File: src/design/qph_pkg.sv
// qph_pkg: shared types and constants of the quadratic-probe hash table
// request and response beats, controller command and datapath status structs
// no dependencies

package qph_pkg;

  localparam int SLOTS_DEF = 16;
  localparam int KEY_W     = 31;
  localparam int PAY_W     = 32;
  localparam int STAT_W    = 3;
  localparam int SLOT_W    = 4;

  // operation codes
  localparam logic OP_INSERT = 1'b0;
  localparam logic OP_SEARCH = 1'b1;

  // status codes
  localparam logic [STAT_W-1:0] ST_INSERTED  = 3'd0;
  localparam logic [STAT_W-1:0] ST_DUPLICATE = 3'd1;
  localparam logic [STAT_W-1:0] ST_FULL      = 3'd2;
  localparam logic [STAT_W-1:0] ST_FOUND     = 3'd3;
  localparam logic [STAT_W-1:0] ST_NOT_FOUND = 3'd4;

  typedef struct packed {
    logic             opcode;
    logic [KEY_W-1:0] key;
    logic [PAY_W-1:0] payload;
  } req_t;

  typedef struct packed {
    logic [STAT_W-1:0] status;
    logic [SLOT_W-1:0] slot;
    logic [PAY_W-1:0]  found_payload;
  } rsp_t;

  typedef struct packed {
    logic              clr_wr;
    logic              capture;
    logic              hash;
    logic              home;
    logic              advance;
    logic              ins_wr;
    logic              emit;
    logic              emit_slot;
    logic              emit_pay;
    logic [STAT_W-1:0] emit_status;
  } dp_cmd_t;

  typedef struct packed {
    logic clr_last;
    logic hit_valid;
    logic key_match;
    logic probe_last;
    logic search;
  } dp_status_t;

endpackage

File: src/design/qph_ctrl.sv
// qph_ctrl: controller state machine of the hash table
// sequences clearing pass, hash, home read, probe loop and result; uses qph_pkg

module qph_ctrl (
  input  logic                clk_i,
  input  logic                rst_ni,
  input  logic                start,
  output logic                busy,
  input  qph_pkg::dp_status_t sts_i,
  output qph_pkg::dp_cmd_t    cmd_o
);

  localparam logic [2:0] ST_CLEAR = 3'd0;
  localparam logic [2:0] ST_IDLE  = 3'd1;
  localparam logic [2:0] ST_HASH  = 3'd2;
  localparam logic [2:0] ST_HOME  = 3'd3;
  localparam logic [2:0] ST_PROBE = 3'd4;

  logic [2:0] state_q, state_d;

  always_ff @(posedge clk_i or negedge rst_ni) begin
    if (!rst_ni) begin
      state_q <= ST_CLEAR;
    end else begin
      state_q <= state_d;
    end
  end

  always_comb begin
    state_d = state_q;
    cmd_o   = '0;
    unique case (state_q)
      ST_CLEAR: begin
        cmd_o.clr_wr = 1'b1;
        if (sts_i.clr_last) begin
          state_d = ST_IDLE;
        end
      end
      ST_IDLE: begin
        if (start) begin
          cmd_o.capture = 1'b1;
          state_d       = ST_HASH;
        end
      end
      ST_HASH: begin
        cmd_o.hash = 1'b1;
        state_d    = ST_HOME;
      end
      ST_HOME: begin
        cmd_o.home = 1'b1;
        state_d    = ST_PROBE;
      end
      ST_PROBE: begin
        priority if (!sts_i.hit_valid) begin
          cmd_o.emit = 1'b1;
          state_d    = ST_IDLE;
          if (sts_i.search) begin
            cmd_o.emit_status = qph_pkg::ST_NOT_FOUND;
          end else begin
            cmd_o.ins_wr      = 1'b1;
            cmd_o.emit_slot   = 1'b1;
            cmd_o.emit_status = qph_pkg::ST_INSERTED;
          end
        end else if (sts_i.key_match) begin
          cmd_o.emit        = 1'b1;
          cmd_o.emit_slot   = 1'b1;
          cmd_o.emit_pay    = 1'b1;
          cmd_o.emit_status = sts_i.search ? qph_pkg::ST_FOUND : qph_pkg::ST_DUPLICATE;
          state_d           = ST_IDLE;
        end else if (sts_i.probe_last) begin
          cmd_o.emit        = 1'b1;
          cmd_o.emit_status = sts_i.search ? qph_pkg::ST_NOT_FOUND : qph_pkg::ST_FULL;
          state_d           = ST_IDLE;
        end else begin
          cmd_o.advance = 1'b1;
        end
      end
      default: begin
        state_d = ST_CLEAR;
      end
    endcase
  end

  assign busy = (state_q != ST_IDLE);

endmodule

File: src/design/qph_dp.sv
// qph_dp: datapath of the hash table
// slot memory, home-slot reduction, probe index stepping, result register; uses qph_pkg

module qph_dp #(
  parameter int SLOTS = qph_pkg::SLOTS_DEF
) (
  input  logic                clk_i,
  input  logic                rst_ni,
  input  qph_pkg::req_t       req_i,
  input  qph_pkg::dp_cmd_t    cmd_i,
  output qph_pkg::dp_status_t sts_o,
  output logic                valid_o,
  output qph_pkg::rsp_t       rsp_o
);

  localparam int IW = $clog2(SLOTS);
  localparam int RW = IW + 1;
  localparam int KW = qph_pkg::KEY_W;
  localparam int PW = qph_pkg::PAY_W;
  localparam int SW = qph_pkg::SLOT_W;
  localparam logic [RW-1:0] SLOTS_R  = RW'(SLOTS);
  localparam logic [63:0]   RECIP64  = (64'd1 << 32) / 64'(SLOTS);
  localparam logic [31:0]   RECIP    = RECIP64[31:0];
  localparam logic [IW-1:0] LAST_IDX = IW'(SLOTS - 1);

  typedef struct packed {
    logic          used;
    logic [KW-1:0] key;
    logic [PW-1:0] payload;
  } entry_t;

  entry_t        mem [SLOTS];
  entry_t        rd_q;
  logic          op_q;
  logic [KW-1:0] key_q;
  logic [PW-1:0] pay_q;
  logic [KW-1:0] quo_q;
  logic [IW-1:0] idx_q;
  logic [IW-1:0] step_q;
  logic [IW-1:0] att_q;
  logic [IW-1:0] clr_cnt_q;
  logic          valid_q;
  qph_pkg::rsp_t rsp_q;

  logic [KW+32-1:0] prod;
  logic [RW-1:0]    rem_raw, rem_fix, idx_sum, idx_wrap, step_sum, step_wrap;
  logic [IW-1:0]    home_idx, next_idx, rd_addr, wr_addr;
  logic             wr_en;
  entry_t           wr_data;
  logic [IW+SW-1:0] slot_ext;

  // home slot: quotient by reciprocal, then remainder from the low bits
  assign prod     = (KW+32)'(key_q) * (KW+32)'(RECIP);
  assign rem_raw  = key_q[RW-1:0] - RW'(quo_q[RW-1:0] * SLOTS_R);
  assign rem_fix  = (rem_raw >= SLOTS_R) ? (rem_raw - SLOTS_R) : rem_raw;
  assign home_idx = rem_fix[IW-1:0];

  // quadratic path: the gap to the next probe grows by two each time
  assign idx_sum   = {1'b0, idx_q} + {1'b0, step_q};
  assign idx_wrap  = (idx_sum >= SLOTS_R) ? (idx_sum - SLOTS_R) : idx_sum;
  assign next_idx  = idx_wrap[IW-1:0];
  assign step_sum  = {1'b0, step_q} + RW'(2);
  assign step_wrap = (step_sum >= SLOTS_R) ? (step_sum - SLOTS_R) : step_sum;

  assign rd_addr = cmd_i.home ? home_idx : next_idx;
  assign wr_en   = cmd_i.clr_wr | cmd_i.ins_wr;
  assign wr_addr = cmd_i.clr_wr ? clr_cnt_q : idx_q;
  assign wr_data = cmd_i.clr_wr ? entry_t'('0) : entry_t'({1'b1, key_q, pay_q});

  always_ff @(posedge clk_i) begin
    if (wr_en) begin
      mem[wr_addr] <= wr_data;
    end
  end

  always_ff @(posedge clk_i) begin
    rd_q <= mem[rd_addr];
  end

  always_ff @(posedge clk_i) begin
    if (cmd_i.capture) begin
      op_q  <= req_i.opcode;
      key_q <= req_i.key;
      pay_q <= req_i.payload;
    end
    if (cmd_i.hash) begin
      quo_q <= prod[KW+32-1:32];
    end
    if (cmd_i.home) begin
      idx_q  <= home_idx;
      step_q <= IW'(1);
      att_q  <= '0;
    end else if (cmd_i.advance) begin
      idx_q  <= next_idx;
      step_q <= step_wrap[IW-1:0];
      att_q  <= att_q + IW'(1);
    end
  end

  always_ff @(posedge clk_i or negedge rst_ni) begin
    if (!rst_ni) begin
      clr_cnt_q <= '0;
      valid_q   <= 1'b0;
    end else begin
      valid_q <= cmd_i.emit;
      if (cmd_i.clr_wr) begin
        clr_cnt_q <= clr_cnt_q + IW'(1);
      end
    end
  end

  assign slot_ext = {{SW{1'b0}}, idx_q};

  always_ff @(posedge clk_i) begin
    if (cmd_i.emit) begin
      rsp_q.status        <= cmd_i.emit_status;
      rsp_q.slot          <= cmd_i.emit_slot ? slot_ext[SW-1:0] : '0;
      rsp_q.found_payload <= cmd_i.emit_pay ? rd_q.payload : '0;
    end
  end

  assign sts_o.clr_last   = (clr_cnt_q == LAST_IDX);
  assign sts_o.hit_valid  = rd_q.used;
  assign sts_o.key_match  = (rd_q.key == key_q);
  assign sts_o.probe_last = (att_q == LAST_IDX);
  assign sts_o.search     = (op_q == qph_pkg::OP_SEARCH);

  assign valid_o = valid_q;
  assign rsp_o   = rsp_q;

endmodule

File: src/design/quadratic_probe_hash_table_top.sv
// quadratic_probe_hash_table_top: top level of the quadratic-probe hash table
// joins qph_ctrl and qph_dp; uses qph_pkg

// An operation beat (insert or search of a 31-bit key) is taken at a rising
// edge where start is high and busy is low. The one result beat appears on
// rsp_o with valid_o high for exactly one cycle and is not held: the
// receiver must take it then. An operation runs through the hash and home
// read states and then probes between 1 and SLOTS slots; the probe loop
// reads one slot of the slot memory per cycle, and busy stays high, so no
// new beat is taken, until the result is given. After reset a clearing
// pass empties every slot of the slot memory, with busy high, before the
// first operation is taken.

module quadratic_probe_hash_table_top #(
  parameter int SLOTS = qph_pkg::SLOTS_DEF
) (
  input  logic          clk_i,
  input  logic          rst_ni,
  input  logic          start,
  output logic          busy,
  input  qph_pkg::req_t req_i,
  output logic          valid_o,
  output qph_pkg::rsp_t rsp_o
);

  // command and status between controller and datapath
  qph_pkg::dp_cmd_t    cmd;
  qph_pkg::dp_status_t sts;

  // state machine: clearing pass, hash, home read, probe loop
  qph_ctrl u_ctrl (
    .clk_i  (clk_i),
    .rst_ni (rst_ni),
    .start  (start),
    .busy   (busy),
    .sts_i  (sts),
    .cmd_o  (cmd)
  );

  // slot memory, index arithmetic and the result register
  qph_dp #(
    .SLOTS (SLOTS)
  ) u_dp (
    .clk_i   (clk_i),
    .rst_ni  (rst_ni),
    .req_i   (req_i),
    .cmd_i   (cmd),
    .sts_o   (sts),
    .valid_o (valid_o),
    .rsp_o   (rsp_o)
  );

endmodule

File: config.mk
export PLATFORM = sky130hd
export DESIGN_NAME = quadratic_probe_hash_table_top
export DESIGN_NICKNAME = d
export VERILOG_FILES = /design/src/design/qph_pkg.sv /design/src/design/qph_ctrl.sv /design/src/design/qph_dp.sv /design/src/design/quadratic_probe_hash_table_top.sv
export SDC_FILE = /design/constraint.sdc
export NUM_CORES = 1
export LEC_CHECK = 0
export ABC_AREA = 1
export BUFFER_PORTS_ARGS = -buffer_cell sky130_fd_sc_hd__buf_2
export CAP_MARGIN = 20
export CORE_MARGIN = 4
export CORE_UTILIZATION = 45
export CTS_CLUSTER_DIAMETER = 30
export CTS_CLUSTER_SIZE = 8
export DETAILED_ROUTE_END_ITERATION = 8
export SYNTH_ARGS = -nofsm -noshare
export SYNTH_HDL_FRONTEND = slang
export SYNTH_HIERARCHICAL = 1
export SYNTH_SLANG_ARGS = --single-unit
File: constraint.sdc
create_clock -name clk_i -period 10.8 [get_ports clk_i]
set_input_delay 0.54 -clock clk_i [delete_from_list [all_inputs] [get_ports clk_i]]
set_output_delay 0.54 -clock clk_i [all_outputs]
set_load 0.01 [all_outputs]
* Word level (Yosys, flattened, before mapping)
Memories as Yosys holds them, arrays and structs flattened. A register that Yosys moved wholly into a read port is not among the register bits.
Cells that the tools add are included.
** Word-level totals
- Register bits :: 124
- RAM bits :: 1024
- Input port bits :: 67
- Output and inout bits :: 41
- Memories :: 1
** Operators by class
- $add $sub $neg :: 8
- $lt $le $gt $ge :: 3
- Equality and inequality tests :: 11
- Multiplexer cells :: 38
- Bitwise logic cells :: 1
- Reduce and logical (&&, ||, !) cells :: 3
** Memories
- u_dp.mem :: words 16, bits a word 64, rd ports 1, clocked after Yosys merged registers in 1, wr ports 1, RTL line qph_dp.sv:32 : entry_t mem [SLOTS];
** Operator list (count)
- $mux 64 :: 1
- $eq 31x31->1 :: 1
- $mux 3 :: 10
- $mux 4 :: 7
- $ge 5x5->1 const B :: 3
- $mux 1 :: 15
- $pmux 3 s5 :: 1
- $sub 4x1->4 const B :: 3
- $add 4x1->4 const B :: 2
- $eq 4x4->1 const B :: 2
- $mux 8 :: 1
- $eq 3x2->1 const B :: 2
- $mux 2 :: 3
- $add 4x2->5 const B :: 1
- $add 4x4->5 :: 1
- $sub 5x5->5 :: 1
- $ne 2x2->1 const B :: 2
- $ne 4x4->1 const B :: 1
- $eq 3x1->1 const B :: 1
- $eq 3x3->1 const B :: 1
- $logic_not 3->1 :: 1
- $ne 3x1->1 const B :: 1
- $reduce_and 3->1 :: 1
- $reduce_bool 2->1 :: 1
- $or 1x1->1 :: 1

* Longest topological paths before layout
Gate-level depths: netlist of the first run.
- Depth after elaboration :: 8
- Depth in mapped cells :: 16
- Mapped depth without buffers :: 15

* Modules after synthesis
The synthesis of the first run kept the hierarchy.
** By module, submodules not included
- qph_dp :: times used 1, cells each 4742, area an instance 51443.1 um^2, sequential area each 35509.1 um^2
- qph_ctrl :: times used 1, cells each 47, area an instance 300.3 um^2, sequential area each 75.1 um^2

* Worst setup path before layout of the first run
Ideal clock, no wire load.
- Path kind :: flip-flop to flip-flop
- Start :: register u_ctrl.state_q[0]
- End :: memory u_dp/mem[1][0] (netlist name) (enable)
- Library setup time :: 0.487 ns
- Arrival :: 4.205 ns
- Required time :: 10.313 ns
- Path slack :: 6.108 ns
- Cell stages (with the launch flop) :: 9
- Path buffers :: 1
- Clock period less this slack :: 4.692 ns
- Cell sequence :: dfrtp_1 inv_2 nand2_2 nor2_1 clkbuf_1 inv_1 a21oi_1 nand2_1 nor2_1
** RTL lines
- from (decl) :: RTL line qph_ctrl.sv:19 : logic [2:0] state_q, state_d;
- from (signal assigned) :: RTL line qph_ctrl.sv:25 : state_q <= state_d;
- to (decl) :: RTL line qph_dp.sv:32

==> out/summary.txt, run 1 <==
status: complete, no violations
portion of the clock cycle consumed by the worst path in the final layout: 40.8%
Yosys top cell area share: 65.6%
post-detailed-routing wire length: 139 mm
commonest cells in the netlist: nand3_1 (1293), edfxtp_1 (1131), inv_1 (1018)
Die Footprint: 0.120 mm2
hold slack: 0.122 ns
GRT Residual Overflow: 0
hold violation count in the final report: 0
clock tree from TritonCTS: done
maximum buffer depth of the clock tree: 4
post-synthesis cell area: 0.0517 mm2
post-layout utilization of the core: 56.1%
largest net degree at the start of global routing: 210
data arrival time at the worst-slack endpoint: 4.83 ns
path type of the worst min-delay path: input port to async pin
IR Drop Worst-Case VDD: 0.247 mV
remaining antenna violation count: 0
quantity of I/O buffers inserted on ports: 107
root cell of the clock tree: clkbuf_16
count of cell types in the netlist: 30
CP cell instances: inv_2, nand2_2, nor2_4, buf_4, inv_1, nor2_1, a21oi_1, inv_1, nand2_1, nor2_4, buf_4
dpl ws: 6.27 ns
largest area contributor in the netlist: edfxtp_1
cell class contributing the biggest share of worst-path delay: buffers and inverters
power density over cell area: 332 mW/mm2
capture instance of the worst register-to-register path: u_dp/mem[14][21]
routability cong.: 0.780
Clock Latency Late Sink: 0.85 ns
number of standard cells in the layout, taps in and fillers out: 6796
crit path launch type: register
growth of design area from synthesis to finish: 23.7%
vias after detailed routing: 35.5k
number of antenna violations at the first check in global routing: 0
total clock sinks: 1210
clock edge transition at the registers on the reported setup and hold paths: 0.04 ns
die extent in x: 347 um
net count reported at finish: 5139
startpoint of the worst-slack reg-to-reg timing path: u_ctrl/state_q[0]
first-pass iteration count of the detailed router: 5
WP depth: 11
core box area: 0.114 mm2
cts repair resizes: 0
slowest cell delay on critical path: 0.87 ns
most numerous cell in the Yosys netlist: nand3_1
number of top-level design ports: 108
max capacitance violation total: 0
library cell contributing the largest single delay on the critical path: nor2_4
Std-Cell Rows: 124
top area cells in the synthesized netlist: edfxtp_1 (66%), nand3_1 (13%), inv_1 (7.4%)
effective utilization at floorplan: 45.3%
crit path to: u_dp/mem[14][21]
depth of the CTS H-tree: 5
endpoint kind of the worst setup timing path: register
crit path from: u_ctrl/state_q[0]
post-synthesis sequential area ratio: 68.8%
worst setup skew after layout: 0.0618 ns
dominant synthesized flop cell: edfxtp_1
final non-filler cell area: 0.0640 mm2
EDFF count, synth: 1131
final worst-path setup slack: 6.39 ns
number of synthesized register bits: 1210
Crit Path Max Fanout: 41
share of layout cells above drive strength 1: 12.9%
endpoint required time on the critical path: 11.22 ns
net count after synthesis: 4862
pin slew with the least headroom to its limit: 1.16 ns
Static Leak: 27.2 nW
number of clock buffers inserted by TritonCTS: 290
cell area reported after detailed placement: 0.0537 mm2
wire length of the first global-routing pass: 212 mm
Overall Global Routing Usage: 22.9%
RSZ-0062 raised after global routing: false
die height: 347 um
final routed DRC violation total: 0
via count of the first global-routing pass: 35.0k
highest clock frequency the design can meet: 0.227 GHz
yosys warns: 6
Avg Synthesized Cell Area: 10.8 um2
total negative slack: 0 ns
Bufs and invs on worst path: 5
final setup violation count: 0
Max Slew Vio Count: 0
Crit Path Class: register to register
fillers: 9367
total inserted antenna cells: 0
1st-iter DRT viols: 3287
Gate Count Post-Synth: 4789
fraction of synthesis flops using an asynchronous set or reset pin: 0.661%
max_slew headroom: 22.7%
vias per inst: 5.23
minimum clock period: 4.41 ns
length in cells of the worst reg-to-reg path: 11
dpl cells: 6199
hpwl dp: 70.3 mm
final routed wire length divided by cell count: 20.5 um
R2R Setup Slk: 6.39 ns
Overall Power: 21.3 mW
per-layer routing:
layer | vias up | track usage (%) | wire (um)
li1 | 16500 | - | -
met1 | 17300 | 31.7 | 59500
met2 | 1420 | 36.2 | 65300
met3 | 316 | 4.13 | 10400
met4 | 0 | 8.56 | 3900
met5 | - | 0 | 0
worst register-to-register path, delay by kind of cell (launching register included):
| kind | cells | cell delay [ns] |
|---|---|---|
| flops | 1 | 0.44 |
| simple gates | 5 | 1.48 |
| buf+inv | 5 | 1.96 |
| compound gates | 1 | 0.09 |
layout by cell type (no fill, tap or decap), types with 20 or more instances in the layout:
| cell type | count |
|---|---|
| nor2_1 | 84 |
| buf_4 | 87 |
| inv_1 | 1018 |
| clkbuf_1 | 55 |
| edfxtp_1 | 1131 |
| buf_2 | 107 |
| dfxtp_1 | 71 |
| clkinv_2 | 49 |
| xnor2_1 | 28 |
| nor2_4 | 21 |
| dlygate4sd3_1 | 65 |
| clkinv_1 | 21 |
| nand2_1 | 658 |
| nand3_1 | 1293 |
| nand3b_1 | 129 |
| bufinv_16 | 34 |
| clkinvlp_4 | 20 |
| clkbuf_16 | 292 |
power by group:
group	switching (mW)	internal, mW	total, mW
clock	2.54	5.83	8.37
sequential	0.276	6.69	6.97
combinational	4.42	1.51	5.93
total	7.24	14.0	21.3
sequential cells by signal, summed over array words and instances (netlist names):
signal,count
u_dp/valid_o,1
u_ctrl/state_q,3
u_dp/idx_q,4
u_dp/key_q,31
u_dp/att_q,4
u_dp/op_q,1
u_dp/step_q,3
u_dp/pay_q,32
u_dp/sts_o,1
u_dp/rd_q,63
u_dp/mem,1024
u_dp/clr_cnt_q,4
u_dp/rsp_o,39
worst min path at each step:
stage / cells past startpoint / slack [ns] / endpoint / start
4_1_cts: 2 / 0.08 / u_dp/clr_cnt_q[2] / rst_ni
3_5_place_dp: 1 / 0.43 / u_dp/valid_o / rst_ni
6_report: 2 / 0.12 / u_dp/clr_cnt_q[2] / rst_ni
3_3_place_gp: 1 / 0.42 / u_dp/valid_o / rst_ni
2_1_floorplan: 0 / 0.24 / u_ctrl/state_q[0] / rst_ni
5_1_grt: 2 / 0.11 / u_dp/clr_cnt_q[2] / rst_ni
repair_timing:
item | 4_1_cts | 5_1_grt
hold endpoints to repair | 72 | 0
hold buffers | 65 | 0
setup buffers | 0 | 0
cells by family after synthesis:
| kind of cell | share of synthesized area (%) |
|---|---|
| buffers and inverters | 10.0 |
| AND/OR/NAND/NOR | 20.2 |
| AO/OA/AOI/OAI | 0.218 |
| flip-flops | 68.8 |
| adder cells (fa/ha/maj) | 0.160 |
| XOR/XNOR | 0.592 |
cell type report:
cell class                 count  area (um2)  area share [%]
multi-input combinational   2273       11200            17.6
inverter                    1023        3840            6.00
tap                         1512        1890            2.96
timing repair buffer         268        2000            3.12
sequential                  1210       35600            55.6
clock inverter               147        1730            2.71
clock buffer                 363        7730            12.1
Power figures use the tool's default switching activity.
==> inputs of run 2 (changes only) <==
clock period = 4 ns   (was 10.8 ns; I/O delays follow)
==> run 2 against run 1 <==
Utilization fell by 0.20 points. Setup slack got worse by 5.7 ns. Register-to-register slack got worse by 5.7 ns. Hold slack got worse by 0.049 ns. Combinational power rose to 2.7 times the previous value. Flip-flop and latch count did not move. Maximum frequency rose by 32%. Cell count fell by 0.65%. Largest power group unchanged. Global-route usage fell by 0.11 points.
==> out/summary.txt, run 2 (synthesis results as in run 1) <==
net count reported at finish: 5117 (-0.43%)
path type of the worst min-delay path: input port to register
Worst Hold End: u_dp/key_q[16]
final routed wire length divided by cell count: 20.6 um (+0.50%)
vias after detailed routing: 35.1k (-1.2%)
clock edge transition at the registers on the reported setup and hold paths: 0.04 ns (about the same)
Std-Cell Rows: 124 (unchanged)
Clock Latency Late Sink: 0.85 ns (about the same)
total inserted antenna cells: 0 (unchanged)
largest register by flop count: u_dp/mem
Static Leak: 27.0 nW (-0.73%)
library cell contributing the largest single delay on the critical path: nor2_4
growth of design area from synthesis to finish: 23.3%
highest clock frequency the design can meet: 0.300 GHz (+32%)
startpoint of the worst-slack reg-to-reg timing path: u_dp/key_q[0]
Crit Path Class: register to register
root cell of the clock tree: clkbuf_16
worst hold path stage count: 2
endpoint kind of the worst setup timing path: register
length in cells of the worst reg-to-reg path: 10 (-1)
routed length on met3: 10.6 mm (+1.0%)
capture instance of the worst register-to-register path: u_dp/rsp_o[13]
data arrival time at the worst-slack endpoint: 4.01 ns (-0.82 ns)
1st-iter DRT viols: 3063 (-6.8%)
startpoint of the lowest-slack hold path: req_i[48]
die height: 347 um (unchanged)
hpwl dp: 65.2 mm (-7.3%)
final setup violation count: 0 (unchanged)
most common cell after layout, fill and taps aside: nand3_1
number of flip-flops under the largest register name: 1024 (unchanged)
endpoint required time on the critical path: 4.67 ns (-6.55 ns)
via count of the first global-routing pass: 34.5k (-1.3%)
remaining antenna violation count: 0 (unchanged)
routability cong.: 0.768 (-1.4%)
share of layout cells above drive strength 1: 12.1% (-0.77 points)
max capacitance violation total: 0 (unchanged)
hold slack: 0.0725 ns (-0.0491 ns)
wire length of the first global-routing pass: 208 mm (-1.8%)
crit path launch type: register
power density over cell area: 878 mW/mm2 (+160%)
pin slew with the least headroom to its limit: 1.07 ns (-0.0907 ns)
effective utilization at floorplan: 45.3% (unchanged)
hold violation count in the final report: 0 (unchanged)
Overall Power: 56.0 mW (+160%)
post-detailed-routing wire length: 139 mm (-0.15%)
R2R Setup Slk: 0.66 ns (-5.73 ns)
Max Slew Vio Count: 0 (unchanged)
die extent in x: 347 um (unchanged)
CP cell instances: xnor2_1, nand4_1, nor2_1, nand2_1, nor2_1, nand2_1, nor2_4, buf_4, nand2_1, inv_1
maximum buffer depth of the clock tree: 4 (unchanged)
first-pass iteration count of the detailed router: 5 (unchanged)
Overall Global Routing Usage: 22.7% (-0.11 points)
depth of the CTS H-tree: 5 (unchanged)
clock tree from TritonCTS: done
IR Drop Worst-Case VDD: 1.29 mV (+420%)
Crit Path Max Fanout: 15 (-63%)
status: complete, no violations
max_slew headroom: 28.5% (+5.8 points)
cell occurring most often along the worst timing path: nand2_1
slowest cell delay on critical path: 0.59 ns (-0.28 ns)
number of antenna violations at the first check in global routing: 0 (unchanged)
Die Footprint: 0.120 mm2 (unchanged)
total clock sinks: 1210 (unchanged)
amount of wire on met2 after detailed routing: 67.5 mm (+3.4%)
portion of the clock cycle consumed by the worst path in the final layout: 83.4% (+43 points)
RSZ-0062 raised after global routing: false
core box area: 0.114 mm2 (unchanged)
most frequent cells in the layout: nand3_1 (1293), edfxtp_1 (1131), inv_1 (1018)
number of top-level design ports: 108 (unchanged)
worst setup skew after layout: 0.0556 ns (-0.00625 ns)
quantity of I/O buffers inserted on ports: 107 (unchanged)
minimum clock period: 3.34 ns (-1.07 ns)
Post-Route M1 WL: 57.4 mm (-3.5%)
vias per inst: 5.20 (-0.58%)
top layer reached by signal wires: met4
cts repair resizes: 0 (unchanged)
GRT Residual Overflow: 0 (unchanged)
final routed DRC violation total: 0 (unchanged)
number of clock buffers inserted by TritonCTS: 274 (-5.5%)
largest net degree at the start of global routing: 155 (-26%)
[run 2: changes by cell type in the layout (fill, tap and decap cells not counted), sizes merged]
cell	delta
buf	-6
bufinv	-6
clkbuf	-31
clkinv	+2
clkinvlp	-4
dlygate4sd3	+2
inv	-1
[run 2: worst max-delay path by stage]
stage          depth (start not counted)             end               from
4_1_cts                               10  u_dp/rsp_o[11]      u_dp/key_q[0]
3_5_place_dp                          10  u_dp/rsp_o[13]      u_dp/key_q[0]
2_1_floorplan                          8  u_dp/mem[1][0]  u_ctrl/state_q[0]
3_3_place_gp                          10  u_dp/rsp_o[30]      u_dp/key_q[0]
6_report                              10  u_dp/rsp_o[13]      u_dp/key_q[0]
5_1_grt                               10  u_dp/rsp_o[11]      u_dp/key_q[0]
[run 2: area by class of cell]
cell class / count / area [um2]
fill: 9358 / 50400
multi-input combinational: 2273 / 11200
clock buffer: 334 / 7320
tap: 1512 / 1890
sequential: 1210 / 35600
clock inverter: 138 / 1490
timing repair buffer: 262 / 2430
inverter: 1023 / 3840
[run 2: where the power goes]
group          internal, mW  switching [mW]  total, mW
Combinational          4.33            11.8       16.1
Sequential             18.1           0.705       18.8
Clock                  14.6            6.56       21.2
[run 2: repair_timing]
item | in CTS | in global routing
setup buffers | 0 | 0
endpoints found under the hold margin | 73 | 0
hold buffers | 67 | 0
[run 2: worst max-delay path, delay by kind of cell (launching register included)]
kind / cells / cell delay (ns)
DFF: 1 / 0.49
buffers and inverters: 2 / 0.38
and+or+nand+nor: 7 / 1.80
xor gates and xnor gates: 1 / 0.48
[run 2: layer usage]
layer / track usage [%] / vias up
met2: 38.3 / 1352
li1: - / 16500
met5: 0 / -
met3: 4.45 / 258
met1: 29.5 / 17000
met4: 8.08 / 0
[run 2: per-stage QoR]
| step | utilization [%] | instances | worst slack (ns) | instance area, um2 | setup TNS [ns] |
|---|---|---|---|---|---|
| finish | 55.9 | 6752 | 0.663 | 63800 | 0 |
| global route | 55.9 | 6752 | 0.452 | 63800 | 0 |
| CTS | 55.9 | 6751 | 0.681 | 63800 | 0 |
| detailed placement | 47.6 | 6212 | 0.738 | 54300 | 0 |
| global placement | 47.6 | 6212 | 0.714 | 54300 | 0 |
| floorplan | - | 4789 | -0.692 | 51700 | -691.58 |
